File: src/rtl/crc8fr_pkg.sv
`timescale 1ns / 1ps
// Shared types, character codes and the CRC-8 fold for the framed receiver.
// No dependencies; every other file imports this package.
package crc8fr_pkg;

   localparam int unsigned BYTE_W  = 8;
   localparam int unsigned LIMIT_W = 4;
   localparam int unsigned COUNT_W = 5;
   localparam int unsigned BEAT_W  = 2;

   localparam logic [BYTE_W-1:0]  CHAR_END   = 8'd59;  // ';'
   localparam logic [BYTE_W-1:0]  CHAR_BANG  = 8'd33;  // '!'
   localparam logic [BYTE_W-1:0]  CHAR_SPACE = 8'd32;  // ' '
   localparam logic [BYTE_W-1:0]  CRC_POLY   = 8'h8C;
   localparam logic [LIMIT_W-1:0] LIMIT_RESET = 4'd3;

   localparam logic [BEAT_W-1:0] BEAT_FIRST  = 2'd0;
   localparam logic [BEAT_W-1:0] BEAT_SECOND = 2'd1;
   localparam logic [BEAT_W-1:0] BEAT_FINAL  = 2'd2;

   localparam logic [1:0] POS_FIRST  = 2'd0;
   localparam logic [1:0] POS_SECOND = 2'd1;
   localparam logic [1:0] POS_DONE   = 2'd2;

   typedef enum logic [2:0] {
      EV_GOOD         = 3'd0,
      EV_RESEND       = 3'd1,
      EV_NACK_GIVE_UP = 3'd2,
      EV_CRC_NACK     = 3'd3,
      EV_CRC_GIVE_UP  = 3'd4,
      EV_ACK          = 3'd5
   } frame_event_type;

   // Outcome of one frame, handed from the judge to the reply serializer.
   typedef struct packed {
      frame_event_type        frame_event;
      logic [COUNT_W-1:0]     retry_count;
   } reply_desc_type;

   // Reflected CRC-8, one data byte folded in LSB first.
   function automatic logic [BYTE_W-1:0] crc_fold(input logic [BYTE_W-1:0] crc_val,
                                                  input logic [BYTE_W-1:0] data_val);
      logic [BYTE_W-1:0] c;
      logic [BYTE_W-1:0] d;
      c = crc_val;
      d = data_val;
      for (int b = 0; b < BYTE_W; b++) begin
         if ((c[0] ^ d[0]) == 1'b1) begin
            c = (c >> 1) ^ CRC_POLY;
         end else begin
            c = c >> 1;
         end
         d = d >> 1;
      end
      return c;
   endfunction

   // Events whose reply is three transmitted bytes.
   function automatic logic is_multi_beat(input frame_event_type ev);
      return (ev == EV_GOOD) || (ev == EV_CRC_NACK);
   endfunction

endpackage

File: src/rtl/crc8fr_channels.sv
`timescale 1ns / 1ps
// Valid/ready channel interfaces for received bytes and reply beats.
// Depends on crc8fr_pkg for the field widths.
interface crc8fr_req_if;
   import crc8fr_pkg::*;
   logic              valid;
   logic              ready;
   logic [BYTE_W-1:0] rx_byte;

   modport source (output valid, output rx_byte, input ready);
   modport sink   (input valid, input rx_byte, output ready);
endinterface

interface crc8fr_rsp_if;
   import crc8fr_pkg::*;
   logic               valid;
   logic               ready;
   logic [BYTE_W-1:0]  tx_byte;
   logic               tx_valid;
   logic [2:0]         frame_event;
   logic [COUNT_W-1:0] retry_count_now;
   logic               last;

   modport source (output valid, output tx_byte, output tx_valid, output frame_event,
                   output retry_count_now, output last, input ready);
   modport sink   (input valid, input tx_byte, input tx_valid, input frame_event,
                   input retry_count_now, input last, output ready);
endinterface

File: src/rtl/crc8fr_judge.sv
`timescale 1ns / 1ps
// Input register, CRC and frame state, retry limit register and frame verdict.
// Depends on crc8fr_pkg and crc8fr_req_if.
module crc8fr_judge
   import crc8fr_pkg::*;
(
   input  logic               clock,
   input  logic               reset,
   input  logic               csr_write_enable,
   input  logic [LIMIT_W-1:0] csr_write_data,
   crc8fr_req_if.sink         req_chan,
   output logic               desc_valid,
   output reply_desc_type     desc,
   input  logic               desc_ready
);

   logic               in_valid_ff;
   logic [BYTE_W-1:0]  in_byte_ff;
   logic [LIMIT_W-1:0] limit_ff;
   logic [BYTE_W-1:0]  crc_ff;
   logic [BYTE_W-1:0]  first_ff;
   logic [BYTE_W-1:0]  second_ff;
   logic [1:0]         pos_ff;
   logic [COUNT_W-1:0] count_ff;

   logic [COUNT_W-1:0] count_in;
   logic               is_end;
   logic               advance;
   logic               retries_remain;
   logic               is_nack;
   logic               is_ack;

   assign is_end  = (in_byte_ff == CHAR_END);
   // A terminator waits until the serializer can hold its reply; data beats never wait.
   assign advance = in_valid_ff && (!is_end || desc_ready);
   assign req_chan.ready = !in_valid_ff || advance;

   assign retries_remain = (count_ff <= {1'b0, limit_ff});
   assign is_nack = (first_ff == CHAR_BANG) && (second_ff == CHAR_BANG);
   assign is_ack  = (first_ff == CHAR_BANG) && (second_ff == CHAR_SPACE);

   always_comb begin
      desc.frame_event = EV_GOOD;
      count_in         = '0;
      priority if (is_nack) begin
         if (retries_remain) begin
            desc.frame_event = EV_RESEND;
            count_in         = COUNT_W'(count_ff + 1'b1);
         end else begin
            desc.frame_event = EV_NACK_GIVE_UP;
         end
      end else if (is_ack) begin
         desc.frame_event = EV_ACK;
         count_in         = count_ff;
      end else if (crc_ff != '0) begin
         if (retries_remain) begin
            desc.frame_event = EV_CRC_NACK;
            count_in         = COUNT_W'(count_ff + 1'b1);
         end else begin
            desc.frame_event = EV_CRC_GIVE_UP;
         end
      end else begin
         desc.frame_event = EV_GOOD;
      end
      desc.retry_count = count_in;
   end

   assign desc_valid = in_valid_ff && is_end;

   always_ff @(posedge clock) begin
      if (reset) begin
         in_valid_ff <= 1'b0;
      end else if (req_chan.valid && req_chan.ready) begin
         in_valid_ff <= 1'b1;
      end else if (advance) begin
         in_valid_ff <= 1'b0;
      end
   end

   always_ff @(posedge clock) begin
      if (req_chan.valid && req_chan.ready) begin
         in_byte_ff <= req_chan.rx_byte;
      end
   end

   always_ff @(posedge clock) begin
      if (reset) begin
         limit_ff <= LIMIT_RESET;
      end else if (csr_write_enable) begin
         limit_ff <= csr_write_data;
      end
   end

   always_ff @(posedge clock) begin
      if (reset) begin
         crc_ff    <= '0;
         first_ff  <= '0;
         second_ff <= '0;
         pos_ff    <= POS_FIRST;
         count_ff  <= '0;
      end else if (advance) begin
         if (is_end) begin
            crc_ff    <= '0;
            first_ff  <= '0;
            second_ff <= '0;
            pos_ff    <= POS_FIRST;
            count_ff  <= count_in;
         end else begin
            crc_ff <= crc_fold(crc_ff, in_byte_ff);
            if (pos_ff == POS_FIRST) begin
               first_ff <= in_byte_ff;
            end
            if (pos_ff == POS_SECOND) begin
               second_ff <= in_byte_ff;
            end
            if (pos_ff != POS_DONE) begin
               pos_ff <= 2'(pos_ff + 1'b1);
            end
         end
      end
   end

endmodule

File: src/rtl/crc8fr_reply.sv
`timescale 1ns / 1ps
// Holds one frame verdict and plays it out as one or three reply beats.
// Depends on crc8fr_pkg and crc8fr_rsp_if.
module crc8fr_reply
   import crc8fr_pkg::*;
(
   input  logic           clock,
   input  logic           reset,
   input  logic           desc_valid,
   input  reply_desc_type desc,
   output logic           desc_ready,
   crc8fr_rsp_if.source   rsp_chan
);

   logic                held_ff;
   reply_desc_type      desc_ff;
   logic [BEAT_W-1:0]   beat_ff;

   logic multi;
   logic final_beat;
   logic beat_taken;
   logic pop;

   assign multi      = is_multi_beat(desc_ff.frame_event);
   assign final_beat = !multi || (beat_ff == BEAT_FINAL);
   assign beat_taken = held_ff && rsp_chan.ready;
   assign pop        = beat_taken && final_beat;
   assign desc_ready = !held_ff || pop;

   always_comb begin
      rsp_chan.tx_byte = '0;
      if (multi) begin
         unique case (beat_ff)
            BEAT_FIRST:  rsp_chan.tx_byte = CHAR_BANG;
            BEAT_SECOND: rsp_chan.tx_byte =
               (desc_ff.frame_event == EV_GOOD) ? CHAR_SPACE : CHAR_BANG;
            BEAT_FINAL:  rsp_chan.tx_byte = CHAR_END;
            default:     rsp_chan.tx_byte = '0;
         endcase
      end
   end

   assign rsp_chan.valid           = held_ff;
   assign rsp_chan.tx_valid        = multi;
   assign rsp_chan.frame_event     = 3'(desc_ff.frame_event);
   assign rsp_chan.retry_count_now = desc_ff.retry_count;
   assign rsp_chan.last            = final_beat;

   always_ff @(posedge clock) begin
      if (reset) begin
         held_ff <= 1'b0;
         beat_ff <= BEAT_FIRST;
      end else if (desc_valid && desc_ready) begin
         held_ff <= 1'b1;
         beat_ff <= BEAT_FIRST;
      end else if (pop) begin
         held_ff <= 1'b0;
      end else if (beat_taken) begin
         beat_ff <= BEAT_W'(beat_ff + 1'b1);
      end
   end

   always_ff @(posedge clock) begin
      if (desc_valid && desc_ready) begin
         desc_ff <= desc;
      end
   end

endmodule

File: src/rtl/crc8_frame_receiver_with_retry_top.sv
`timescale 1ns / 1ps
// Channel     Dir  Handshake          Beat contents
// req_chan    in   valid/ready        rx_byte
// rsp_chan    out  valid/ready        tx_byte, tx_valid, frame_event, retry_count_now, last
// csr_*       in   write enable only  retry_limit
//
// A received byte is taken into an input register and folded into the frame
// state in the next cycle, so a byte can be accepted every cycle unless a ';' waits.
// A ';' produces one reply beat, or three for an ACK or NACK sent back; the
// serializer holds one frame's reply while the next frame's bytes keep coming.
// A second ';' waits in the input register until the previous reply is drained.
// Reset is synchronous and restores retry_limit to 3 and clears all frame state.
module crc8_frame_receiver_with_retry_top
   import crc8fr_pkg::*;
(
   input  logic               clock,
   input  logic               reset,
   input  logic               csr_write_enable,
   input  logic [LIMIT_W-1:0] csr_write_data,
   crc8fr_req_if.sink         req_chan,
   crc8fr_rsp_if.source       rsp_chan
);

   logic           desc_valid;
   logic           desc_ready;
   reply_desc_type desc;

   crc8fr_judge u_judge (
      .clock            (clock),
      .reset            (reset),
      .csr_write_enable (csr_write_enable),
      .csr_write_data   (csr_write_data),
      .req_chan         (req_chan),
      .desc_valid       (desc_valid),
      .desc             (desc),
      .desc_ready       (desc_ready)
   );

   crc8fr_reply u_reply (
      .clock      (clock),
      .reset      (reset),
      .desc_valid (desc_valid),
      .desc       (desc),
      .desc_ready (desc_ready),
      .rsp_chan   (rsp_chan)
   );

   // A handed-over verdict shows up on the reply channel next cycle.
   assert property (@(posedge clock) disable iff (reset)
      desc_valid && desc_ready |=> rsp_chan.valid)
      else $error("verdict handed over but no reply beat followed");

   // Only transmitted replies span more than one beat.
   assert property (@(posedge clock) disable iff (reset)
      rsp_chan.valid && !rsp_chan.last |-> rsp_chan.tx_valid)
      else $error("non-final beat without a byte to transmit");

   // Beats of one reply share the verdict and count.
   assert property (@(posedge clock) disable iff (reset)
      rsp_chan.valid && rsp_chan.ready && !rsp_chan.last |=>
         rsp_chan.valid && $stable(rsp_chan.frame_event)
         && $stable(rsp_chan.retry_count_now))
      else $error("reply beats of one frame disagree");

   // The count never goes past one above the largest possible limit.
   assert property (@(posedge clock) disable iff (reset)
      rsp_chan.valid |-> rsp_chan.retry_count_now <= 5'd16)
      else $error("retry count out of range");

endmodule
File: src/flat_wrapper.sv
// flat-port wrapper written by rule: the top's interface ports become plain ports
module crc8_frame_receiver_with_retry_top_flat import crc8fr_pkg::*;
  (clock, reset, csr_write_enable, csr_write_data, req_chan_valid, req_chan_rx_byte, req_chan_ready, rsp_chan_valid, rsp_chan_tx_byte, rsp_chan_tx_valid, rsp_chan_frame_event, rsp_chan_retry_count_now, rsp_chan_last, rsp_chan_ready);
  crc8fr_req_if req_chan_i ();
  crc8fr_rsp_if rsp_chan_i ();
  input  logic clock;
  input  logic reset;
  input  logic csr_write_enable;
  input  logic [LIMIT_W-1:0] csr_write_data;
  input wire logic [$bits(req_chan_i.valid)-1:0] req_chan_valid;
  input wire logic [$bits(req_chan_i.rx_byte)-1:0] req_chan_rx_byte;
  output wire logic [$bits(req_chan_i.ready)-1:0] req_chan_ready;
  output wire logic [$bits(rsp_chan_i.valid)-1:0] rsp_chan_valid;
  output wire logic [$bits(rsp_chan_i.tx_byte)-1:0] rsp_chan_tx_byte;
  output wire logic [$bits(rsp_chan_i.tx_valid)-1:0] rsp_chan_tx_valid;
  output wire logic [$bits(rsp_chan_i.frame_event)-1:0] rsp_chan_frame_event;
  output wire logic [$bits(rsp_chan_i.retry_count_now)-1:0] rsp_chan_retry_count_now;
  output wire logic [$bits(rsp_chan_i.last)-1:0] rsp_chan_last;
  input wire logic [$bits(rsp_chan_i.ready)-1:0] rsp_chan_ready;
  assign req_chan_i.valid = req_chan_valid;
  assign req_chan_i.rx_byte = req_chan_rx_byte;
  assign req_chan_ready = req_chan_i.ready;
  assign rsp_chan_valid = rsp_chan_i.valid;
  assign rsp_chan_tx_byte = rsp_chan_i.tx_byte;
  assign rsp_chan_tx_valid = rsp_chan_i.tx_valid;
  assign rsp_chan_frame_event = rsp_chan_i.frame_event;
  assign rsp_chan_retry_count_now = rsp_chan_i.retry_count_now;
  assign rsp_chan_last = rsp_chan_i.last;
  assign rsp_chan_i.ready = rsp_chan_ready;
  crc8_frame_receiver_with_retry_top u_core (.clock(clock), .reset(reset), .csr_write_enable(csr_write_enable), .csr_write_data(csr_write_data), .req_chan(req_chan_i), .rsp_chan(rsp_chan_i));
endmodule
File: config.mk
export PLATFORM = sky130hd
export DESIGN_NAME = crc8_frame_receiver_with_retry_top_flat
export DESIGN_NICKNAME = d
export VERILOG_FILES = /design/src/rtl/crc8fr_pkg.sv /design/src/rtl/crc8fr_channels.sv /design/src/rtl/crc8fr_judge.sv /design/src/rtl/crc8fr_reply.sv /design/src/rtl/crc8_frame_receiver_with_retry_top.sv /design/src/flat_wrapper.sv
export SDC_FILE = /design/constraint.sdc
export NUM_CORES = 1
export LEC_CHECK = 0
export ABC_AREA = 1
export BUFFER_PORTS_ARGS = -buffer_cell sky130_fd_sc_hd__buf_2
export CORE_UTILIZATION = 31
export CTS_CLUSTER_SIZE = 12
export DETAILED_ROUTE_END_ITERATION = 10
export SLEW_MARGIN = 0
export SYNTH_ARGS = -nofsm -noshare
export SYNTH_HDL_FRONTEND = slang
export SYNTH_HIERARCHICAL = 1
export SYNTH_SLANG_ARGS = --single-unit
File: constraint.sdc
create_clock -name clock -period 2.4 [get_ports clock]
set_input_delay 0.72 -clock clock [delete_from_list [all_inputs] [get_ports clock]]
set_output_delay 0.72 -clock clock [all_outputs]
set_load 0.02 [all_outputs]
==> Yosys cells after proc, flatten, opt, wreduce, memory -nomap -nowiden <==
Cells that the tools add are included.
W data, S select, Z words.
{ "classes": {"n_reduce_logical": 32, "mux": 52, "order_cmp": 1, "n_addsub": 3, "n_bitwise": 17, "eq_ne": 9} }
{ "op_table": {"columns": ["op", "n"], "rows": [
  ["$mux W8", 34],
  ["$eq A8 B6 Y1 const B", 4],
  ["$not A2 Y3", 8],
  ["$mux W5", 4],
  ["$pmux W6 S3", 1],
  ["$mux W3", 4],
  ["$reduce_and A2 Y1", 5],
  ["$reduce_bool A2 Y1", 5],
  ["$logic_and A1 B1 Y1", 8],
  ["$reduce_bool A8 Y1", 1],
  ["$xor A1 B1 Y1", 8],
  ["$mux W2", 3],
  ["$mux W6", 1],
  ["$add A5 B1 Y5 const B", 1],
  ["$le A5 B4 Y1", 1],
  ["$logic_or A1 B1 Y1", 5],
  ["$mux W1", 5],
  ["$add A2 B1 Y2 const B", 2],
  ["$eq A2 B1 Y1 const B", 2],
  ["$logic_not A1 Y1", 4],
  ["$logic_not A2 Y1", 2],
  ["$eq A3 B2 Y1 const B", 1],
  ["$logic_not A3 Y1", 1],
  ["$eq A2 B2 Y1 const B", 1],
  ["3 further kinds", 3]
]} }
{ "totals": {"output_inout_bits": 20, "in_bits": 17, "reg_bits": 55} }

==> Depth between registers and ports, before layout <==
{ "depth": {"word_depth": 43, "ltp_mapped": 13} }

==> By module <==
Netlist, hierarchy kept.
{ "modules_own_cells": {"columns": ["mod", "seq_area_each_um2", "cells_each", "n_inst", "area_per_inst_um2"], "rows": [
  ["crc8fr_judge", 960.9, 373, 1, 2593.7],
  ["crc8fr_reply", 300.3, 60, 1, 568.0]
]} }

==> Worst setup path after synthesis <==
No wires, ideal clock.
{ "synth_path": {"kind": "reg2out", "startpoint": "register u_core.u_reply.desc_ff, in the netlist u_core/u_reply/rsp_chan.frame_event[2]", "endpoint": "output rsp_chan_tx_byte[3]", "path_stages_with_launch": 7, "arrival_ps": 1465, "required_ps": 1680, "slack_ps": 215, "n_path_buf": 1, "cell_sequence": "edfxtp_1 -> inv_1 -> nand3_1 -> nand2_4 -> inv_2 -> nor2_1 -> buf_4"} }
{ "synth_via": {"elab_chain_len": 3, "elab_cells_between_ends": 4, "classes_between": "eq/ne: 1; mux: 1; reduce/logical: 2"} }
{ "synth_lines": {"columns": ["element", "line_no", "text"], "rows": [
  ["from (decl)", "crc8fr_reply.sv:16", "reply_desc_type desc_ff;"],
  ["from (signal assigned)", "crc8fr_reply.sv:65", "desc_ff <= desc;"],
  ["$eq A3 B2 Y1 or $logic_not A3 Y1 (tied branches)", "crc8fr_pkg.sv:60", "return (ev == EV_GOOD) || (ev == EV_CRC_NACK);"],
  ["$logic_or A1 B1 Y1 (*)", "crc8fr_pkg.sv:60", null],
  ["named net rsp_chan_tx_valid", "flat_wrapper.sv:15", "output wire logic [$bits(rsp_chan_i.tx_valid)-1:0] rsp_chan_tx_valid;"],
  ["$mux W6 (*)", "crc8fr_reply.sv:32", "if (multi) begin"],
  ["to (decl)", "flat_wrapper.sv:14", "output wire logic [$bits(rsp_chan_i.tx_byte)-1:0] rsp_chan_tx_byte;"]
]} }
The timed path passes the listed nets; every way through them passes the cells marked *.

==> Worst setup path after layout <==
{ "layout_path": {"startpoint": "register u_core.u_reply.desc_ff, in the netlist u_core/u_reply/rsp_chan.frame_event[2]", "endpoint": "output req_chan_ready"} }
{ "layout_via": {"elab_chain_len": 9, "elab_cells_between_ends": 10, "classes_between": "eq/ne: 1; reduce/logical: 9"} }
{ "layout_lines": {"columns": ["element", "line_no", "text"], "rows": [
  ["$eq A3 B2 Y1 or $logic_not A3 Y1 (tied branches)", "crc8fr_pkg.sv:60", null],
  ["$logic_or A1 B1 Y1 (*)", "crc8fr_pkg.sv:60", null],
  ["$logic_not A1 Y1 (*)", "crc8fr_reply.sv:25", "assign final_beat = !multi || (beat_ff == BEAT_FINAL);"],
  ["$logic_or A1 B1 Y1 (*)", "crc8fr_reply.sv:25", null],
  ["$logic_and A1 B1 Y1 (*)", "crc8fr_reply.sv:27", "assign pop = beat_taken && final_beat;"],
  ["$logic_or A1 B1 Y1 (*)", "crc8fr_reply.sv:28", "assign desc_ready = !held_ff || pop;"],
  ["named net u_core.desc_ready", "crc8_frame_receiver_with_retry_top.sv:25", "logic desc_ready;"],
  ["$logic_or A1 B1 Y1 (*)", "crc8fr_judge.sv:35", "assign advance = in_valid_ff && (!is_end || desc_ready);"],
  ["$logic_and A1 B1 Y1 (*)", "crc8fr_judge.sv:35", null],
  ["$logic_or A1 B1 Y1 (*)", "crc8fr_judge.sv:36", "assign req_chan.ready = !in_valid_ff || advance;"],
  ["to (decl)", "flat_wrapper.sv:12", "output wire logic [$bits(req_chan_i.ready)-1:0] req_chan_ready;"]
]} }
Marks and branches as above.

==> metrics.cfg <==
[sta]
final_period_minus_worst_setup_slack_ps = 2330
setup_tns_ps = 0
setup-violations-final = 0
worstMarginPinSlew_ps = 762
min_period_over_period = 0.970
worst_hold_slack_ps = 451
achievable-frequency_mhz = 430
clock_skew_ps = 10.9
grt_setup_unrepaired = yes
hold_viol_final = 0
final-max-slew-violation-count = 0
rel_slew_slack = 0.490

[cts]
cts-root-to-sink-buffers = 2
cts_htree_levels = 2
tritoncts = done
cts_made_buffers = 5
clk_latency_ps = 300
cts_sinks = 55
worst_setup_hold_path_clk_slew_ps = 90
clock_tree.root_cell = sky130_fd_sc_hd__clkbuf_8

[critical_path]
crit-reg2reg-launch = u_core/u_reply/rsp_chan.frame_event[2]
worstSetupEndpointType = output pin
cp.required_ps = 1680
kind_of_start_point_of_the_critical_path = register
timing.critical_path.arrival_ps = 1610
worst_r2r_path_depth = 17
critical_register_to_register_path_endpoint = u_core/u_judge/in_valid_ff
path_max_fanout = 3
path_class = reg2out
timing.reg2reg.setup_slack_ps = 80

[detailed_routing]
drcViolationCount = 0
antenna_violating_nets_post_route = 0
initialDrtViolationCount = 123
num_vias = 2838
detail_route.first_pass.iterations = 4
avgRoutedWirePerCell_um = 11.2
detail_route.vias_per_cell = 4.58
route.final.wire_length_um = 6950

[cells_and_area]
drive_above_1_share = 0.189
number_of_nets_in_the_layout = 514
antenna_cells_inserted = 0
fillerInstances = 1048
multiInputGateArea_um2 = 1590
area_growth_syn_to_layout_pct = 17.6
register_area_um2 = 1260
finalInstanceArea_um2 = 3720

[job]
cap_viol_max_count = 0

[global_routing]
antenna_found_initial = 0
grt_max_degree = 24
grt_pass1_wl_um = 11500
global_route.usage.total = 0.138
via_count_of_the_first_global_routing_pass = 2552
gr-total-overflow = 0

[floorplanning]
num_rows = 36
coreArea_um2 = 9820
design.die.area_um2 = 10600
die-width_um = 103
io-pin-count = 37
die_height_um = 103
initial_utilization = 0.322

[outcome]
run_status = complete, no violations

[hold_path]
hold_path_depth = 2
holdCritStartpoint = u_core/u_judge/second_ff[2]
worst_hold_path.endpoint = u_core/u_judge/second_ff[2]
hp-class = reg2reg

[logic_synthesis]
synth.avg_cell_area_um2 = 7.30
post_synth_edffs = 16
synth_seq_area_share = 0.399
synth-seq-cells = 55
syn-cell-area_um2 = 3160
yosys-top-cells-area = sky130_fd_sc_hd__dfxtp_1 25%, sky130_fd_sc_hd__edfxtp_1 15%, sky130_fd_sc_hd__nand2_1 12%
ys_dominant_reg_cell = sky130_fd_sc_hd__dfxtp_1
yosysUniqueCellTypes = 34
postSynthCellCount = 433
synth.top_cell.area_share = 0.247
postSynth.asyncResetShare = 0
yosys.area.top_type = sky130_fd_sc_hd__dfxtp_1
synth.yosys.warnings = 6

[pwr]
power.share.sequential = 0.537
swShare = 0.290
p_int_mw = 1.38
p_leak_nw = 1.72
power_density_nw_per_um2 = 524
power.share.combinational = 0.201
p_switching_mw = 0.566
peakVddDrop_mv = 0.272
share_clk_of_total_power = 0.262

[placed_design]
placement.io_buffers = 33
hpwl_after_detailed_placement_um = 5280
area_after_detailed_placement_um2 = 3450
gp_congestion = 0.829

## worst max-delay path, cell delays in order, from the launching register on
cell	delay, ps
sky130_fd_sc_hd__edfxtp_1	400
sky130_fd_sc_hd__inv_1	100
sky130_fd_sc_hd__nand3_1	120
sky130_fd_sc_hd__nand2_4	120
sky130_fd_sc_hd__nand3_4	70
sky130_fd_sc_hd__nand2_2	80
sky130_fd_sc_hd__inv_2	50
sky130_fd_sc_hd__nor3_2	170
sky130_fd_sc_hd__inv_1	90
sky130_fd_sc_hd__buf_6	130
## power by group through the flow
stage	clock [mW]	sequential, mW	combinational, mW
finish	0.509	1.05	0.392
global placement	0	1.07	0.381
CTS	0.536	1.05	0.390
global route	0.575	1.05	0.452
detailed placement	0	1.07	0.388
floorplan	0	1.06	0.312
## routing by layer
layer,track usage,up-vias,part of all wire
li1,-,1484,-
met5,0,-,0
met3,0.0190,10,0.035
met1,0.181,1277,0.48
met4,0.0444,0,0.015
met2,0.234,67,0.47
## timing repair
action | in CTS | in global routing
cloned | 0 | 0
endpoints found under the setup margin | 1 | 4
pin swaps | 5 | 6
gates resized for setup | 6 | 8
buffers inserted | 12 | 5
hold buffers | 0 | 0
## worst max path at each step
stage	startpoint	to	slack, ps	depth (start not counted)
detailed placement	u_core/u_reply/beat_ff[0]	req_chan_ready	170	9
global placement	rsp_chan_ready	req_chan_ready	170	8
finish	u_core/u_reply/rsp_chan.frame_event[2]	req_chan_ready	70	9
CTS	u_core/u_reply/rsp_chan.frame_event[0]	req_chan_ready	2	9
floorplan	u_core/u_reply/rsp_chan.frame_event[2]	rsp_chan_tx_byte[3]	220	6
global route	u_core/u_reply/rsp_chan.frame_event[1]	rsp_chan_tx_byte[0]	-70	8
## logic make-up (layout without fill, tap and decap cells)
family | count (synthesis) | after routing | share of synthesized area
buf+inv | 83 | 134 | 0.110
fa+ha+maj | 12 | 12 | 0.0475
xor+xnor | 13 | 13 | 0.0384
other cells | 1 | 3 | 0.00119
compound gates | 50 | 50 | 0.0859
simple gates | 219 | 219 | 0.319
flops | 55 | 55 | 0.399
## cells in the mapped netlist (2+ instances only)
| library cell | count |
|---|---|
| sky130_fd_sc_hd__nand2_4 | 2 |
| sky130_fd_sc_hd__a21oi_2 | 2 |
| sky130_fd_sc_hd__nor3_2 | 2 |
| sky130_fd_sc_hd__nor2_2 | 3 |
| sky130_fd_sc_hd__buf_6 | 2 |
| sky130_fd_sc_hd__buf_4 | 5 |
| sky130_fd_sc_hd__nand2_1 | 105 |
| sky130_fd_sc_hd__xor2_1 | 7 |
| sky130_fd_sc_hd__a21oi_1 | 29 |
| sky130_fd_sc_hd__nand4_1 | 12 |
| sky130_fd_sc_hd__xnor2_1 | 5 |
| sky130_fd_sc_hd__clkbuf_1 | 3 |
| sky130_fd_sc_hd__edfxtp_1 | 16 |
| sky130_fd_sc_hd__o21ai_0 | 14 |
| sky130_fd_sc_hd__nand2_2 | 4 |
| sky130_fd_sc_hd__dfxtp_1 | 39 |
| sky130_fd_sc_hd__inv_2 | 2 |
| sky130_fd_sc_hd__inv_1 | 70 |
| sky130_fd_sc_hd__o21ai_2 | 3 |
| sky130_fd_sc_hd__ha_1 | 12 |
| sky130_fd_sc_hd__nand3_1 | 53 |
| sky130_fd_sc_hd__nor3_1 | 2 |
| sky130_fd_sc_hd__nor2_1 | 30 |
## flip-flops by register name, indices dropped and copies added (netlist names)
name                                     count
u_core/u_judge/count_ff                      5
u_core/u_judge/crc_ff                        8
u_core/u_judge/first_ff                      8
u_core/u_judge/in_byte_ff                    8
u_core/u_judge/in_valid_ff                   1
u_core/u_judge/limit_ff                      4
u_core/u_judge/pos_ff                        2
u_core/u_judge/second_ff                     8
u_core/u_reply/beat_ff                       2
u_core/u_reply/rsp_chan.frame_event          3
u_core/u_reply/rsp_chan.retry_count_now      5
u_core/u_reply/rsp_chan.valid                1
## layout make-up
| class | instances | area share |
|---|---|---|
| repair buffers | 54 | 0.0902 |
| inverters | 72 | 0.0727 |
| clock buffers | 7 | 0.0232 |
| clock inverters | 1 | 0.00101 |
| flip-flops and latches | 55 | 0.340 |
| multi-input cells | 297 | 0.428 |
| well taps | 133 | 0.0448 |
## through the flow
step | worst slack [ps] | power, mW | instances | util
final | 71.8 | 1.95 | 619 | 0.379
after global routing | -66.6 | 2.08 | 619 | 0.379
after CTS | 1.81 | 1.97 | 614 | 0.372
after detailed placement | 166 | 1.46 | 594 | 0.352
after global placement | 172 | 1.45 | 594 | 0.352
after floorplan | 215 | 1.37 | 435 | -
## layout by cell type, fill, tap and decap left out, types with 2 or more instances in the layout
master	count
sky130_fd_sc_hd__dfxtp_1	38
sky130_fd_sc_hd__xnor2_1	5
sky130_fd_sc_hd__xor2_1	7
sky130_fd_sc_hd__buf_6	2
sky130_fd_sc_hd__nand2_4	2
sky130_fd_sc_hd__conb_1	3
sky130_fd_sc_hd__inv_2	4
sky130_fd_sc_hd__a21oi_2	3
sky130_fd_sc_hd__nor3_2	3
sky130_fd_sc_hd__nor2_1	30
sky130_fd_sc_hd__nand4_1	12
sky130_fd_sc_hd__nand3_1	52
sky130_fd_sc_hd__inv_1	68
sky130_fd_sc_hd__o21ai_2	3
sky130_fd_sc_hd__a21oi_1	28
sky130_fd_sc_hd__edfxtp_1	16
sky130_fd_sc_hd__buf_2	31
sky130_fd_sc_hd__nand2_2	5
sky130_fd_sc_hd__buf_4	21
sky130_fd_sc_hd__clkbuf_8	6
sky130_fd_sc_hd__ha_1	11
sky130_fd_sc_hd__nor2_2	3
sky130_fd_sc_hd__nand2_1	104
sky130_fd_sc_hd__o21ai_0	14
Power figures use the tool's default switching activity.
